**config.mk**
```make
export PLATFORM = sky130hd
export DESIGN_NAME = retransmit_pending_table
export DESIGN_NICKNAME = d
export VERILOG_FILES = /design/src/rtl/rpt_pkg.sv /design/src/rtl/retransmit_pending_table.sv /design/src/rtl/rpt_ctrl.sv /design/src/rtl/rpt_dpath.sv
export SDC_FILE = /design/constraint.sdc
export NUM_CORES = 2
export LEC_CHECK = 0
export ABC_AREA = 1
export BUFFER_PORTS_ARGS = -buffer_cell sky130_fd_sc_hd__buf_2
export CORE_MARGIN = 2
export CORE_UTILIZATION = 40
export CTS_CLUSTER_DIAMETER = 40
export DETAILED_ROUTE_END_ITERATION = 16
export PLACE_DENSITY_LB_ADDON = 0.12
export SYNTH_ARGS = -nofsm -noshare
export SYNTH_HDL_FRONTEND = slang
export SYNTH_SLANG_ARGS = --single-unit
```
**constraint.sdc**
```tcl
create_clock -name clk -period 13.2 [get_ports clk]
set_clock_uncertainty 0.05 [all_clocks]
set_input_delay 1.32 -clock clk [delete_from_list [all_inputs] [get_ports clk]]
set_output_delay 1.32 -clock clk [all_outputs]
set_load 0.005 [all_outputs]
```
**src/rtl/rpt_pkg.sv**
```systemverilog
package rpt_pkg;

	// table geometry
	localparam int ENTRIES_DEF = 16;
	localparam int MAX_RES     = 17;

	// field widths
	localparam int ACT_W     = 2;
	localparam int KIND_W    = 3;
	localparam int SLOT_W    = 4;
	localparam int ID_W      = 16;
	localparam int CMD_W     = 16;
	localparam int TMO_W     = 16;
	localparam int RETRY_W   = 8;
	localparam int TAG_W     = 16;
	localparam int LEN_W     = 11;
	localparam int ELAPSED_W = 17;
	localparam int STEP_W    = 10;
	localparam int CNT_W     = 5;

	localparam int IN_DATA_W  = 88;
	localparam int OUT_DATA_W = 64;

	localparam logic [STEP_W-1:0] TICK_STEP_RESET = 10'd100;

	typedef enum logic [ACT_W-1:0] {
		ACT_JOIN = 2'd0,
		ACT_ACK  = 2'd1,
		ACT_TICK = 2'd2
	} action_t;

	typedef enum logic [KIND_W-1:0] {
		KIND_JOIN_OK       = 3'd0,
		KIND_DUPLICATE     = 3'd1,
		KIND_FULL          = 3'd2,
		KIND_ACK_MATCHED   = 3'd3,
		KIND_ACK_UNMATCHED = 3'd4,
		KIND_RESEND        = 3'd5,
		KIND_GAVE_UP       = 3'd6,
		KIND_TICK_DONE     = 3'd7
	} kind_t;

	typedef enum logic [1:0] {
		ST_IDLE,
		ST_PRIME,
		ST_SCAN,
		ST_FINISH
	} state_t;

	// controller -> datapath
	typedef struct packed {
		logic load;      // item accepted, latch its fields
		logic rd_first;  // read slot 0
		logic step;      // commit current slot, read next
		logic finish;    // emit closing result of the item
	} ctrl_cmd_t;

	// datapath -> controller
	typedef struct packed {
		logic act_valid; // incoming action code is meaningful
		logic stall;     // slot wants to emit, output register busy
		logic last_slot; // slot under evaluation is the last one
		logic out_free;  // output register can take a result
	} ctrl_sts_t;

	typedef struct packed {
		logic [ID_W-1:0]      id;
		logic [CMD_W-1:0]     cmd;
		logic [TMO_W-1:0]     timeout;
		logic [ELAPSED_W-1:0] elapsed;
		logic [RETRY_W-1:0]   retries;
		logic [TAG_W-1:0]     tag;
		logic [LEN_W-1:0]     len;
	} row_t;

endpackage

```
**src/rtl/retransmit_pending_table.sv**
```systemverilog
// table of packets waiting for an acknowledgement, keyed by (id, cmd)
//
// s_* channel: one item per request; tuser is the action (join, ack, tick),
// tdata carries key, timeout, retry budget and the stored packet's tag/len.
// m_* channel: results; tuser is the result kind, tlast marks the final
// result of an item. join and ack give exactly one result, a tick gives one
// resend or give-up result per expiring entry in slot order, then tick done.
// cfg_* channel: tick step in ms, always ready, write only while idle.
//
// every item sweeps all ENTRIES slots through the single read port of the
// entry memory, one slot per cycle while no result waits on m_tready; the
// final result becomes valid in the same cycle as s_tready rises, so a new
// item is taken only after the previous one has closed.
// s_tready is high only between items; an unused action code is accepted and
// produces nothing.
// if the receiver stalls, the sweep holds at the current slot until the
// output register frees up; no result is lost or repeated.
// reset clears all live bits and sets the tick step to 100 ms; the entry
// memory itself is not cleared, contents of free slots are never used.
module retransmit_pending_table #(
	parameter int ENTRIES = rpt_pkg::ENTRIES_DEF
) (
	input  logic                           clk,
	input  logic                           arst_n,
	input  logic                           s_tvalid,
	output logic                           s_tready,
	// [87:0] key_id, key_cmd, timeout_ms, retry_count, packet_tag, packet_len, pad
	input  logic [rpt_pkg::IN_DATA_W-1:0]  s_tdata,
	// [1:0] action
	input  logic [rpt_pkg::ACT_W-1:0]      s_tuser,
	output logic                           m_tvalid,
	input  logic                           m_tready,
	// [63:0] slot, out_id, out_cmd, out_tag, out_len, pad
	output logic [rpt_pkg::OUT_DATA_W-1:0] m_tdata,
	// [2:0] kind
	output logic [rpt_pkg::KIND_W-1:0]     m_tuser,
	output logic                           m_tlast,
	input  logic                           cfg_valid,
	output logic                           cfg_ready,
	// tick_step_ms
	input  logic [rpt_pkg::STEP_W-1:0]     cfg_data
);
	import rpt_pkg::*;

	ctrl_cmd_t cmd;
	ctrl_sts_t sts;

	// register write never waits
	assign cfg_ready = 1'b1;

	// sequencing: accept, prime read, sweep, closing result
	rpt_ctrl u_ctrl (
		.clk      (clk),
		.arst_n   (arst_n),
		.s_tvalid (s_tvalid),
		.s_tready (s_tready),
		.sts      (sts),
		.cmd      (cmd)
	);

	// entry memory, live bits, slot evaluation and output register
	rpt_dpath #(
		.ENTRIES (ENTRIES)
	) u_dpath (
		.clk       (clk),
		.arst_n    (arst_n),
		.s_tuser   (s_tuser),
		.s_tdata   (s_tdata),
		.cfg_valid (cfg_valid && cfg_ready),
		.cfg_data  (cfg_data),
		.m_tvalid  (m_tvalid),
		.m_tready  (m_tready),
		.m_tdata   (m_tdata),
		.m_tuser   (m_tuser),
		.m_tlast   (m_tlast),
		.cmd       (cmd),
		.sts       (sts)
	);

	// a real item keeps the block busy in the next cycle
	a_busy_after_accept: assert property (@(posedge clk) disable iff (!arst_n)
		s_tvalid && s_tready &&
		(s_tuser == ACT_JOIN || s_tuser == ACT_ACK || s_tuser == ACT_TICK) |=> !s_tready)
		else $error("block ready right after taking an item");

	// closing result lands in the output register marked last
	a_finish_last: assert property (@(posedge clk) disable iff (!arst_n)
		cmd.finish |=> m_tvalid && m_tlast)
		else $error("closing result missing or not marked last");

	// the sweep cannot close before the last slot is committed
	a_no_early_finish: assert property (@(posedge clk) disable iff (!arst_n)
		cmd.step && !sts.last_slot |=> !cmd.finish)
		else $error("item closed before sweep ended");

endmodule

```
**src/rtl/rpt_ctrl.sv**
```systemverilog
module rpt_ctrl (
	input  logic               clk,
	input  logic               arst_n,
	input  logic               s_tvalid,
	output logic               s_tready,
	input  rpt_pkg::ctrl_sts_t sts,
	output rpt_pkg::ctrl_cmd_t cmd
);
	import rpt_pkg::*;

	state_t state_q;
	state_t state_d;

	always_ff @(posedge clk or negedge arst_n) begin
		if (!arst_n) begin
			state_q <= ST_IDLE;
		end else begin
			state_q <= state_d;
		end
	end

	always_comb begin
		state_d = state_q;
		unique case (state_q)
			ST_IDLE: begin
				if (s_tvalid && sts.act_valid) begin
					state_d = ST_PRIME;
				end
			end
			ST_PRIME: begin
				state_d = ST_SCAN;
			end
			ST_SCAN: begin
				if (!sts.stall && sts.last_slot) begin
					state_d = ST_FINISH;
				end
			end
			ST_FINISH: begin
				if (sts.out_free) begin
					state_d = ST_IDLE;
				end
			end
			default: begin
				state_d = ST_IDLE;
			end
		endcase
	end

	always_comb begin
		s_tready     = 1'b0;
		cmd.load     = 1'b0;
		cmd.rd_first = 1'b0;
		cmd.step     = 1'b0;
		cmd.finish   = 1'b0;
		unique case (state_q)
			ST_IDLE: begin
				s_tready = 1'b1;
				cmd.load = s_tvalid;
			end
			ST_PRIME: begin
				cmd.rd_first = 1'b1;
			end
			ST_SCAN: begin
				cmd.step = !sts.stall;
			end
			ST_FINISH: begin
				cmd.finish = sts.out_free;
			end
			default: begin
				s_tready = 1'b0;
			end
		endcase
	end

endmodule

```
**src/rtl/rpt_dpath.sv**
```systemverilog
module rpt_dpath #(
	parameter int ENTRIES = rpt_pkg::ENTRIES_DEF
) (
	input  logic                           clk,
	input  logic                           arst_n,
	input  logic [rpt_pkg::ACT_W-1:0]      s_tuser,
	input  logic [rpt_pkg::IN_DATA_W-1:0]  s_tdata,
	input  logic                           cfg_valid,
	input  logic [rpt_pkg::STEP_W-1:0]     cfg_data,
	output logic                           m_tvalid,
	input  logic                           m_tready,
	output logic [rpt_pkg::OUT_DATA_W-1:0] m_tdata,
	output logic [rpt_pkg::KIND_W-1:0]     m_tuser,
	output logic                           m_tlast,
	input  rpt_pkg::ctrl_cmd_t             cmd,
	output rpt_pkg::ctrl_sts_t             sts
);
	import rpt_pkg::*;

	localparam int IDX_W = (ENTRIES > 1) ? $clog2(ENTRIES) : 1;
	localparam logic [IDX_W-1:0] LAST_IDX = IDX_W'(ENTRIES - 1);

	function automatic logic [SLOT_W-1:0] to_slot(input logic [IDX_W-1:0] i);
		logic [IDX_W+SLOT_W-1:0] w;
		begin
			w = {{SLOT_W{1'b0}}, i};
			return w[SLOT_W-1:0];
		end
	endfunction

	// config and latched item
	logic [STEP_W-1:0] step_q;
	logic [ACT_W-1:0]  act_q;
	logic [ID_W-1:0]   key_id_q;
	logic [CMD_W-1:0]  key_cmd_q;
	row_t              new_row_q;

	// table
	row_t              mem_q [ENTRIES];
	row_t              rd_row_q;
	logic [ENTRIES-1:0] live_q;

	// scan state
	logic [IDX_W-1:0] idx_q;
	logic             hit_q;
	logic [IDX_W-1:0] hit_idx_q;
	logic             free_q;
	logic [IDX_W-1:0] free_idx_q;
	logic [CNT_W-1:0] emit_cnt_q;

	// output register
	logic              m_valid_q;
	logic [KIND_W-1:0] m_kind_q;
	logic [SLOT_W-1:0] m_slot_q;
	logic [ID_W-1:0]   m_id_q;
	logic [CMD_W-1:0]  m_cmd_q;
	logic [TAG_W-1:0]  m_tag_q;
	logic [LEN_W-1:0]  m_len_q;
	logic              m_last_q;

	// evaluation of the slot held in rd_row_q
	logic                 cur_live;
	logic                 key_match;
	logic [ELAPSED_W-1:0] sum;
	logic                 expire;
	logic                 tick_upd;
	logic                 give_up;
	logic                 emit_req;
	logic                 out_free;
	logic                 join_write;
	logic                 out_load;
	row_t                 tick_row;
	logic                 wr_en;
	logic [IDX_W-1:0]     wr_addr;
	row_t                 wr_row;
	logic                 rd_en;
	logic [IDX_W-1:0]     rd_addr;

	assign cur_live  = live_q[idx_q];
	assign key_match = cur_live && (rd_row_q.id == key_id_q) && (rd_row_q.cmd == key_cmd_q);
	assign sum       = rd_row_q.elapsed + ELAPSED_W'(step_q);
	assign expire    = sum >= ELAPSED_W'(rd_row_q.timeout);
	assign tick_upd  = (act_q == ACT_TICK) && cur_live;
	assign give_up   = tick_upd && expire && (rd_row_q.retries == '0);
	assign emit_req  = tick_upd && expire && (emit_cnt_q < CNT_W'(MAX_RES - 1));
	assign out_free  = !m_valid_q || m_tready;
	assign join_write = (act_q == ACT_JOIN) && !hit_q && free_q;
	assign out_load  = (cmd.step && emit_req) || cmd.finish;

	assign sts.act_valid = (s_tuser == ACT_JOIN) || (s_tuser == ACT_ACK) || (s_tuser == ACT_TICK);
	assign sts.stall     = emit_req && !out_free;
	assign sts.last_slot = idx_q == LAST_IDX;
	assign sts.out_free  = out_free;

	always_comb begin
		tick_row = rd_row_q;
		if (expire) begin
			tick_row.elapsed = '0;
			if (rd_row_q.retries != '0) begin
				tick_row.retries = rd_row_q.retries - RETRY_W'(1);
			end
		end else begin
			tick_row.elapsed = sum;
		end
	end

	assign wr_en   = (cmd.step && tick_upd) || (cmd.finish && join_write);
	assign wr_addr = cmd.finish ? free_idx_q : idx_q;
	assign wr_row  = cmd.finish ? new_row_q : tick_row;
	assign rd_en   = cmd.rd_first || (cmd.step && !sts.last_slot);
	assign rd_addr = cmd.rd_first ? '0 : idx_q + IDX_W'(1);

	// one write and one registered read per cycle
	always_ff @(posedge clk) begin
		if (wr_en) begin
			mem_q[wr_addr] <= wr_row;
		end
		if (rd_en) begin
			rd_row_q <= mem_q[rd_addr];
		end
	end

	always_ff @(posedge clk or negedge arst_n) begin
		if (!arst_n) begin
			step_q <= TICK_STEP_RESET;
		end else if (cfg_valid) begin
			step_q <= cfg_data;
		end
	end

	always_ff @(posedge clk) begin
		if (cmd.load) begin
			act_q             <= s_tuser;
			key_id_q          <= s_tdata[15:0];
			key_cmd_q         <= s_tdata[31:16];
			new_row_q.id      <= s_tdata[15:0];
			new_row_q.cmd     <= s_tdata[31:16];
			new_row_q.timeout <= s_tdata[47:32];
			new_row_q.elapsed <= '0;
			new_row_q.retries <= s_tdata[55:48];
			new_row_q.tag     <= s_tdata[71:56];
			new_row_q.len     <= s_tdata[82:72];
		end
	end

	always_ff @(posedge clk or negedge arst_n) begin
		if (!arst_n) begin
			live_q     <= '0;
			idx_q      <= '0;
			hit_q      <= 1'b0;
			hit_idx_q  <= '0;
			free_q     <= 1'b0;
			free_idx_q <= '0;
			emit_cnt_q <= '0;
		end else begin
			if (cmd.load) begin
				hit_q      <= 1'b0;
				free_q     <= 1'b0;
				emit_cnt_q <= '0;
			end
			if (cmd.rd_first) begin
				idx_q <= '0;
			end
			if (cmd.step) begin
				if (!sts.last_slot) begin
					idx_q <= idx_q + IDX_W'(1);
				end
				if (key_match && !hit_q) begin
					hit_q     <= 1'b1;
					hit_idx_q <= idx_q;
				end
				if (!cur_live && !free_q) begin
					free_q     <= 1'b1;
					free_idx_q <= idx_q;
				end
				if (emit_req) begin
					emit_cnt_q <= emit_cnt_q + CNT_W'(1);
				end
				if (give_up) begin
					live_q[idx_q] <= 1'b0;
				end
			end
			if (cmd.finish) begin
				if ((act_q == ACT_ACK) && hit_q) begin
					live_q[hit_idx_q] <= 1'b0;
				end
				if (join_write) begin
					live_q[free_idx_q] <= 1'b1;
				end
			end
		end
	end

	always_ff @(posedge clk or negedge arst_n) begin
		if (!arst_n) begin
			m_valid_q <= 1'b0;
		end else if (out_load) begin
			m_valid_q <= 1'b1;
		end else if (m_tready) begin
			m_valid_q <= 1'b0;
		end
	end

	always_ff @(posedge clk) begin
		if (out_load) begin
			if (cmd.finish) begin
				m_id_q   <= '0;
				m_cmd_q  <= '0;
				m_tag_q  <= '0;
				m_len_q  <= '0;
				m_last_q <= 1'b1;
				case (act_q)
					ACT_JOIN: begin
						if (hit_q) begin
							m_kind_q <= KIND_DUPLICATE;
							m_slot_q <= to_slot(hit_idx_q);
						end else if (free_q) begin
							m_kind_q <= KIND_JOIN_OK;
							m_slot_q <= to_slot(free_idx_q);
						end else begin
							m_kind_q <= KIND_FULL;
							m_slot_q <= '0;
						end
					end
					ACT_ACK: begin
						if (hit_q) begin
							m_kind_q <= KIND_ACK_MATCHED;
							m_slot_q <= to_slot(hit_idx_q);
						end else begin
							m_kind_q <= KIND_ACK_UNMATCHED;
							m_slot_q <= '0;
						end
					end
					default: begin
						m_kind_q <= KIND_TICK_DONE;
						m_slot_q <= '0;
					end
				endcase
			end else begin
				m_kind_q <= give_up ? KIND_GAVE_UP : KIND_RESEND;
				m_slot_q <= to_slot(idx_q);
				m_id_q   <= rd_row_q.id;
				m_cmd_q  <= rd_row_q.cmd;
				m_tag_q  <= rd_row_q.tag;
				m_len_q  <= rd_row_q.len;
				m_last_q <= 1'b0;
			end
		end
	end

	assign m_tvalid = m_valid_q;
	assign m_tuser  = m_kind_q;
	assign m_tlast  = m_last_q;
	assign m_tdata  = {1'b0, m_len_q, m_tag_q, m_cmd_q, m_id_q, m_slot_q};

endmodule

```
### Yosys cells after proc, flatten, opt, wreduce, memory -nomap -nowiden

Memories as Yosys holds them, arrays and structs flattened. A register that Yosys moved wholly into a read port is not among the register bits.
Cells that the tools add are included.

* $add $sub $neg: 4
* multiply operators: 0
* divide/modulo/power cells: 0
* $lt $le $gt $ge: 8
* equal/unequal tests: 13
* shifts and indexed selects: 0
* multiplexer cells: 57
* bitwise gates (word level): 5
* reductions and logical operators: 43

Operators by type and width (count)
* $mux W100: 1
* $mux W16: 6
* $mux W4: 9
* $and A16 B16 Y16: 2
* $eq A16 B16 Y1: 2
* $not A16 Y16: 2
* $logic_and A1 B1 Y1: 21
* $mux W1: 20
* $add A17 B10 Y17: 1
* $ge A17 B16 Y1: 1
* $mux W17: 1
* $mux W8: 2
* $or A16 B16 Y16: 1
* $lt A4 B5 Y1 const B: 3
* $mux W5: 3
* $demux W1 S4: 3
* $ge A4 B1 Y1 const B: 3
* $mux W2: 5
* $mux W3: 3
* $eq A2 B2 Y1 const B: 4
* $logic_not A8 Y1: 1
* $pmux W2 S4: 1
* $pmux W4 S2: 1
* $reduce_bool A8 Y1: 1
* other kinds (15): 33

* register bits after elaboration: 200
* latch bits: 0
* memory bits (writable): 1600
* bits in read-only memories: 0
* bits of input ports: 105
* output and inout bits: 71
* word-level logic and storage cells: 155
* memories kept: 1

Memories
* u_dpath.mem_q: words 16, bits a word 100, rd ports 1, clocked after Yosys merged registers in 1, write ports 1, line rpt_dpath.sv:39 `row_t mem_q [ENTRIES];`

### Longest topological paths before layout

* depth after elaboration: 15
* depth in mapped cells: 28
* gate-level depth less buffers: 28

### Modules after synthesis

Synthesis repeated with hierarchy kept, for this count alone.

* cell total of the unflattened synthesis: 5171
* area, all modules: 76375.8 µm²

By module, submodules not included
* rpt_dpath: times used 1, cells each 5139, area an instance 76153.0 µm²
* rpt_ctrl: times used 1, cells each 30, area an instance 211.5 µm²
* retransmit_pending_table: times used 1, cells each 2, area an instance 11.3 µm²

### Worst setup path after synthesis

OpenSTA, ideal clock, no wires.

* path type: register to register
* from: register u_dpath.step_q[0]
* to: register, netlist name u_dpath.rd_row_q[0]
* setup time: 0.697 ns
* data arrival time: 10.064 ns
* data required time: 12.453 ns
* slack: 2.389 ns
* cell stages (with the launch flop): 25
* period minus slack after synthesis: 10.811 ns
* cells stage by stage: dfrtp_1 ha_1 inv_1 fa_1 inv_1 nand3_1 nand2_1 nand2_1 nand2_1 a31oi_1 nor2_1 nand2_1 nor2_1 xor2_1 inv_1 ha_1 nand2_1 nor2_1 a31o_2 nor2_4 nand2_4 nand3_4 nand2_4 buf_6 o21ai_0

* cells in the longest elaborated chain, start to end: 9

Ends and longest elaborated chain
* from (decl): line rpt_dpath.sv:32 `logic [STEP_W-1:0] step_q;`
* from (signal assigned): line rpt_dpath.sv:127 `step_q <= cfg_data;`
* $add A17 B10 Y17: line rpt_dpath.sv:81 `assign sum = rd_row_q.elapsed + ELAPSED_W'(step_q);`
* $ge A17 B16 Y1: line rpt_dpath.sv:82 `assign expire = sum >= ELAPSED_W'(rd_row_q.timeout);`
* $logic_and A1 B1 Y1 (2 in series): line rpt_dpath.sv:85 `assign emit_req = tick_upd && expire && (emit_cnt_q < CNT_W'(MAX_RES - 1));`
* $logic_and A1 B1 Y1: line rpt_dpath.sv:91 `assign sts.stall = emit_req && !out_free;`
* $logic_not A1 Y1: line rpt_ctrl.sv:64 `cmd.step = !sts.stall;`
* $mux W1: line rpt_ctrl.sv:55 `unique case (state_q)`
* $logic_and A1 B1 Y1: line rpt_dpath.sv:110 `assign rd_en = cmd.rd_first || (cmd.step && !sts.last_slot);`
* $logic_or A1 B1 Y1: line rpt_dpath.sv:110
* via u_dpath.rd_en: line rpt_dpath.sv:76 `logic rd_en;`

The timed path passes the listed nets, and every way through them passes these cells.
A chain may end at the register's enable or synchronous reset.

### Worst setup path in the final report

* from: register, netlist name u_dpath.rd_row_q[37]
* to: memory u_dpath.mem_q[10][83] (netlist bit) (enable)

* cells in the longest elaborated chain, start to end: 11

Ends and longest elaborated chain
* $add A17 B10 Y17: line rpt_dpath.sv:81
* $ge A17 B16 Y1: line rpt_dpath.sv:82
* $logic_and A1 B1 Y1 (2 in series): line rpt_dpath.sv:85
* $logic_and A1 B1 Y1: line rpt_dpath.sv:91
* $logic_not A1 Y1: line rpt_ctrl.sv:64
* $mux W1: line rpt_ctrl.sv:55
* $logic_and A1 B1 Y1: line rpt_dpath.sv:107 `assign wr_en = (cmd.step && tick_upd) || (cmd.finish && join_write);`
* $logic_or A1 B1 Y1: line rpt_dpath.sv:107
* $mux W1: line rpt_dpath.sv:115 `if (wr_en) begin`
* $mux W1 (not written as such): line rpt_dpath.sv:116 `mem_q[wr_addr] <= wr_row;`
* to (decl): line rpt_dpath.sv:39

Every way passes these cells.

==> results.ini <==
[final_layout]
nets=5607
drive_gt1_frac=0.142
syn_to_final_growth_pct=17.7

[floorplan]
die_h_um=441
die_area_um2=194000
rows=160
num_io_pins=176
core_area_um2=190000
fp.dieW_um=441
initial_utilization=0.402

[synthesis]
syn_inst=5240
ys_seq_area_frac=0.744
synthTopCellsByArea=edfxtp_1, mux2i_1, o21ai_0
synth.distinct_cells=52
ys.flop_type=edfxtp_1
ys_warn_count=0
synth_area_um2=76400
synth_top_area_frac=0.728
yosysTopAreaCell=edfxtp_1
async_flop_share=0.0253
synth.avg_cell_area_um2=14.6
synth_seq_cells=1900
synth-edff-count=1852

[routing]
dr.max_layer_used=met4
wl_met2_um=103000
viasPerCell=5.64
wire_per_inst_um=26.6
initialDrtViolationCount=4468
m1WireLength_um=97400
dr.pass1.iters=6
post-route-drc-count=0
route.met3.wl_um=12200
ant_nets=0
wl_um=218000
vias=46200

[placement]
gp_congestion=0.790
dpl.hpwl_um=99700
portBuffers=168

[sta]
rsz0062_at_grt=false
slew_headroom=0.159
min_period_ns=6.99
finalCritPeriodShare=0.529
maxSlewViolCount=0
final-hold-violation-count=0
timing.fmax_mhz=143
setup-tns-final_ns=0
setup_viol=0
tightest_slew_ns=1.26

[worst_setup_path]
cp_max_fo=40
r2r_cells=28
cp_num_cells=28
cp_num_buf_inv=4
cp-start-kind=flop
critPathTopFamily=simple AND/OR/NAND/NOR gates
end_kind=flop
crit_path_frequent_cell=nand2_1
critPathMaxStageDelay_ns=0.78
critPathArrivalTime_ns=7.46
critPathSlowestCell=buf_4
criticalPathCategory=reg2reg
cp.required_ns=13.67

[run_status]
status=completed

[power_and_ir_drop]
p_sw_mw=8.24
p_int_mw=15.4
ir_worst_vdd_uv=192
swShare=0.348
p_clk_frac=0.330
power.leakage_nw=30.9
total_power_mw=23.6
seqPwrFrac=0.366
p_comb_frac=0.304
power.density_nw_per_um2=263

[clocking]
cts_root_buf=clkbuf_16
clkSinkCount=1900
clock_tree.buffer_depth=4
clk_pin_slew_worst_paths_ns=0.05
hold_buffers=0
post_cts_resized=0
cts_buffers=308
cts_tree=yes
post_cts_buffers=0
clkLatencyLatePin_ns=0.93
htreeDepth=5

[hold_path]
holdPathStages=2
hold_path_class=reg2reg

[flow_run]
maxCapViolations=0

[global_route]
grt_pass1_wl_um=315000
antenna_found_initial=3
grtUsageTotal=0.221
grt-ovfl-total=0
grt_pass1_vias=45800
grt_start_max_net_pins=163

power groups by stage:
stage	combinational, mW	clock [mW]	sequential (mW)
2_1_floorplan	4.90	0	8.74
3_3_place_gp	7.13	0	8.76
3_5_place_dp	7.20	0	8.77
4_1_cts	7.23	7.95	8.65
5_1_grt	7.91	8.21	8.69
6_report	7.19	7.81	8.64
synth_stat cells (12+ instances only):
cell type  count
a21oi_1       31
buf_1         22
buf_2         75
buf_4         21
buf_6         18
clkbuf_1     231
dfrtp_1       45
edfxtp_1    1852
ha_1          37
inv_1        201
mux2i_1      398
nand2_1      415
nand3_1      157
nand4_1       27
nor2_1       183
nor3_1       410
o211ai_1      38
o21ai_0      488
o21ai_1       58
o21bai_1      17
o221ai_1     267
o22ai_1      134
xnor2_1       12
xor2_1        22
per-layer routing:
metal  up-vias  track usage
li1      20700            -
met1     23600        0.310
met2      1537        0.356
met3       340       0.0338
met4         0       0.0675
met5         -            0
cell type report:
| cell class | instances | area, um^2 |
|---|---|---|
| clock buffer | 345 | 7960 |
| antenna | 1 | 2.50 |
| sequential | 1900 | 56800 |
| clock inverter | 186 | 2030 |
| tap | 2511 | 3140 |
| multi-input combinational | 2781 | 17300 |
| inverter | 208 | 816 |
| timing repair buffer | 265 | 1770 |
| fill | 16400 | 100000 |
cells by family after synthesis:
group,share of synthesized area
other,0.0000983
adder cells (fa/ha/maj),0.00632
flip-flops,0.744
AND/OR/NAND/NOR,0.0728
buffers and inverters,0.0323
AO/OA/AOI/OAI,0.0870
multiplexers,0.0535
XOR/XNOR,0.00390
registers in the layout, indices dropped and copies added, names as in the netlist, 2 cells and up:
name / count
u_dpath.m_tuser: 3
u_dpath.emit_cnt_q: 5
u_dpath.free_idx_q: 4
u_dpath.m_id_q: 16
u_dpath.rd_row_q: 100
u_ctrl.state_q: 2
u_dpath.key_id_q: 16
u_dpath.m_len_q: 11
u_dpath.m_slot_q: 4
u_dpath.step_q: 10
u_dpath.idx_q: 4
u_dpath.hit_idx_q: 4
u_dpath.new_row_q: 51
u_dpath.live_q: 16
u_dpath.act_q: 2
u_dpath.key_cmd_q: 16
u_dpath.mem_q: 1600
u_dpath.m_tag_q: 16
u_dpath.m_cmd_q: 16
worst reg2reg max path: cells and delay by family, from the launching register on:
kind            cells  cell delay, ns
simple gates       18            2.46
fa+ha+maj           2            0.66
xor+xnor            1            0.19
compound gates      3            0.54
buf+inv             4            2.32
flops               1            0.36
stage by stage:
| step | util | worst slack [ns] | std cells | cell area [um^2] | hold slack (ns) |
|---|---|---|---|---|---|
| after floorplan | - | 2.39 | 5256 | 76400 | 0.435 |
| after global routing | 0.473 | 5.79 | 8196 | 89800 | 0.479 |
| final | 0.473 | 6.21 | 8197 | 89800 | 0.456 |
| after detailed placement | 0.420 | 6.23 | 7665 | 79900 | 0.456 |
| after CTS | 0.473 | 6.22 | 8196 | 89800 | 0.444 |
| after global placement | 0.420 | 6.22 | 7665 | 79900 | 0.448 |
placed cells by master (no fill, tap or decap), types with 157 or more instances in the layout:
master and instances:
nand3_1 157, edfxtp_1 1852, buf_2 168, inv_1 200, mux2i_1 398, nor3_1 410
clkbuf_16 312, nor2_1 166, nand2_1 414, o21ai_0 486, o221ai_1 267
worst paths after layout:
check                                startpoint                     to  slack [ns]
setup / recovery           u_dpath.rd_row_q[37]  u_dpath.mem_q[10][83]        6.21
hold / removal             u_dpath.rd_row_q[19]     u_dpath.m_tag_q[8]        0.46
setup reg to reg           u_dpath.rd_row_q[37]  u_dpath.mem_q[10][83]        6.21
hold reg to reg            u_dpath.rd_row_q[19]     u_dpath.m_tag_q[8]        0.46
max in group asynchronous                arst_n       u_dpath.idx_q[0]       11.78
min in group asynchronous                arst_n     u_dpath.live_q[14]        0.63
Note: power is estimated with default switching activity, not from simulation.
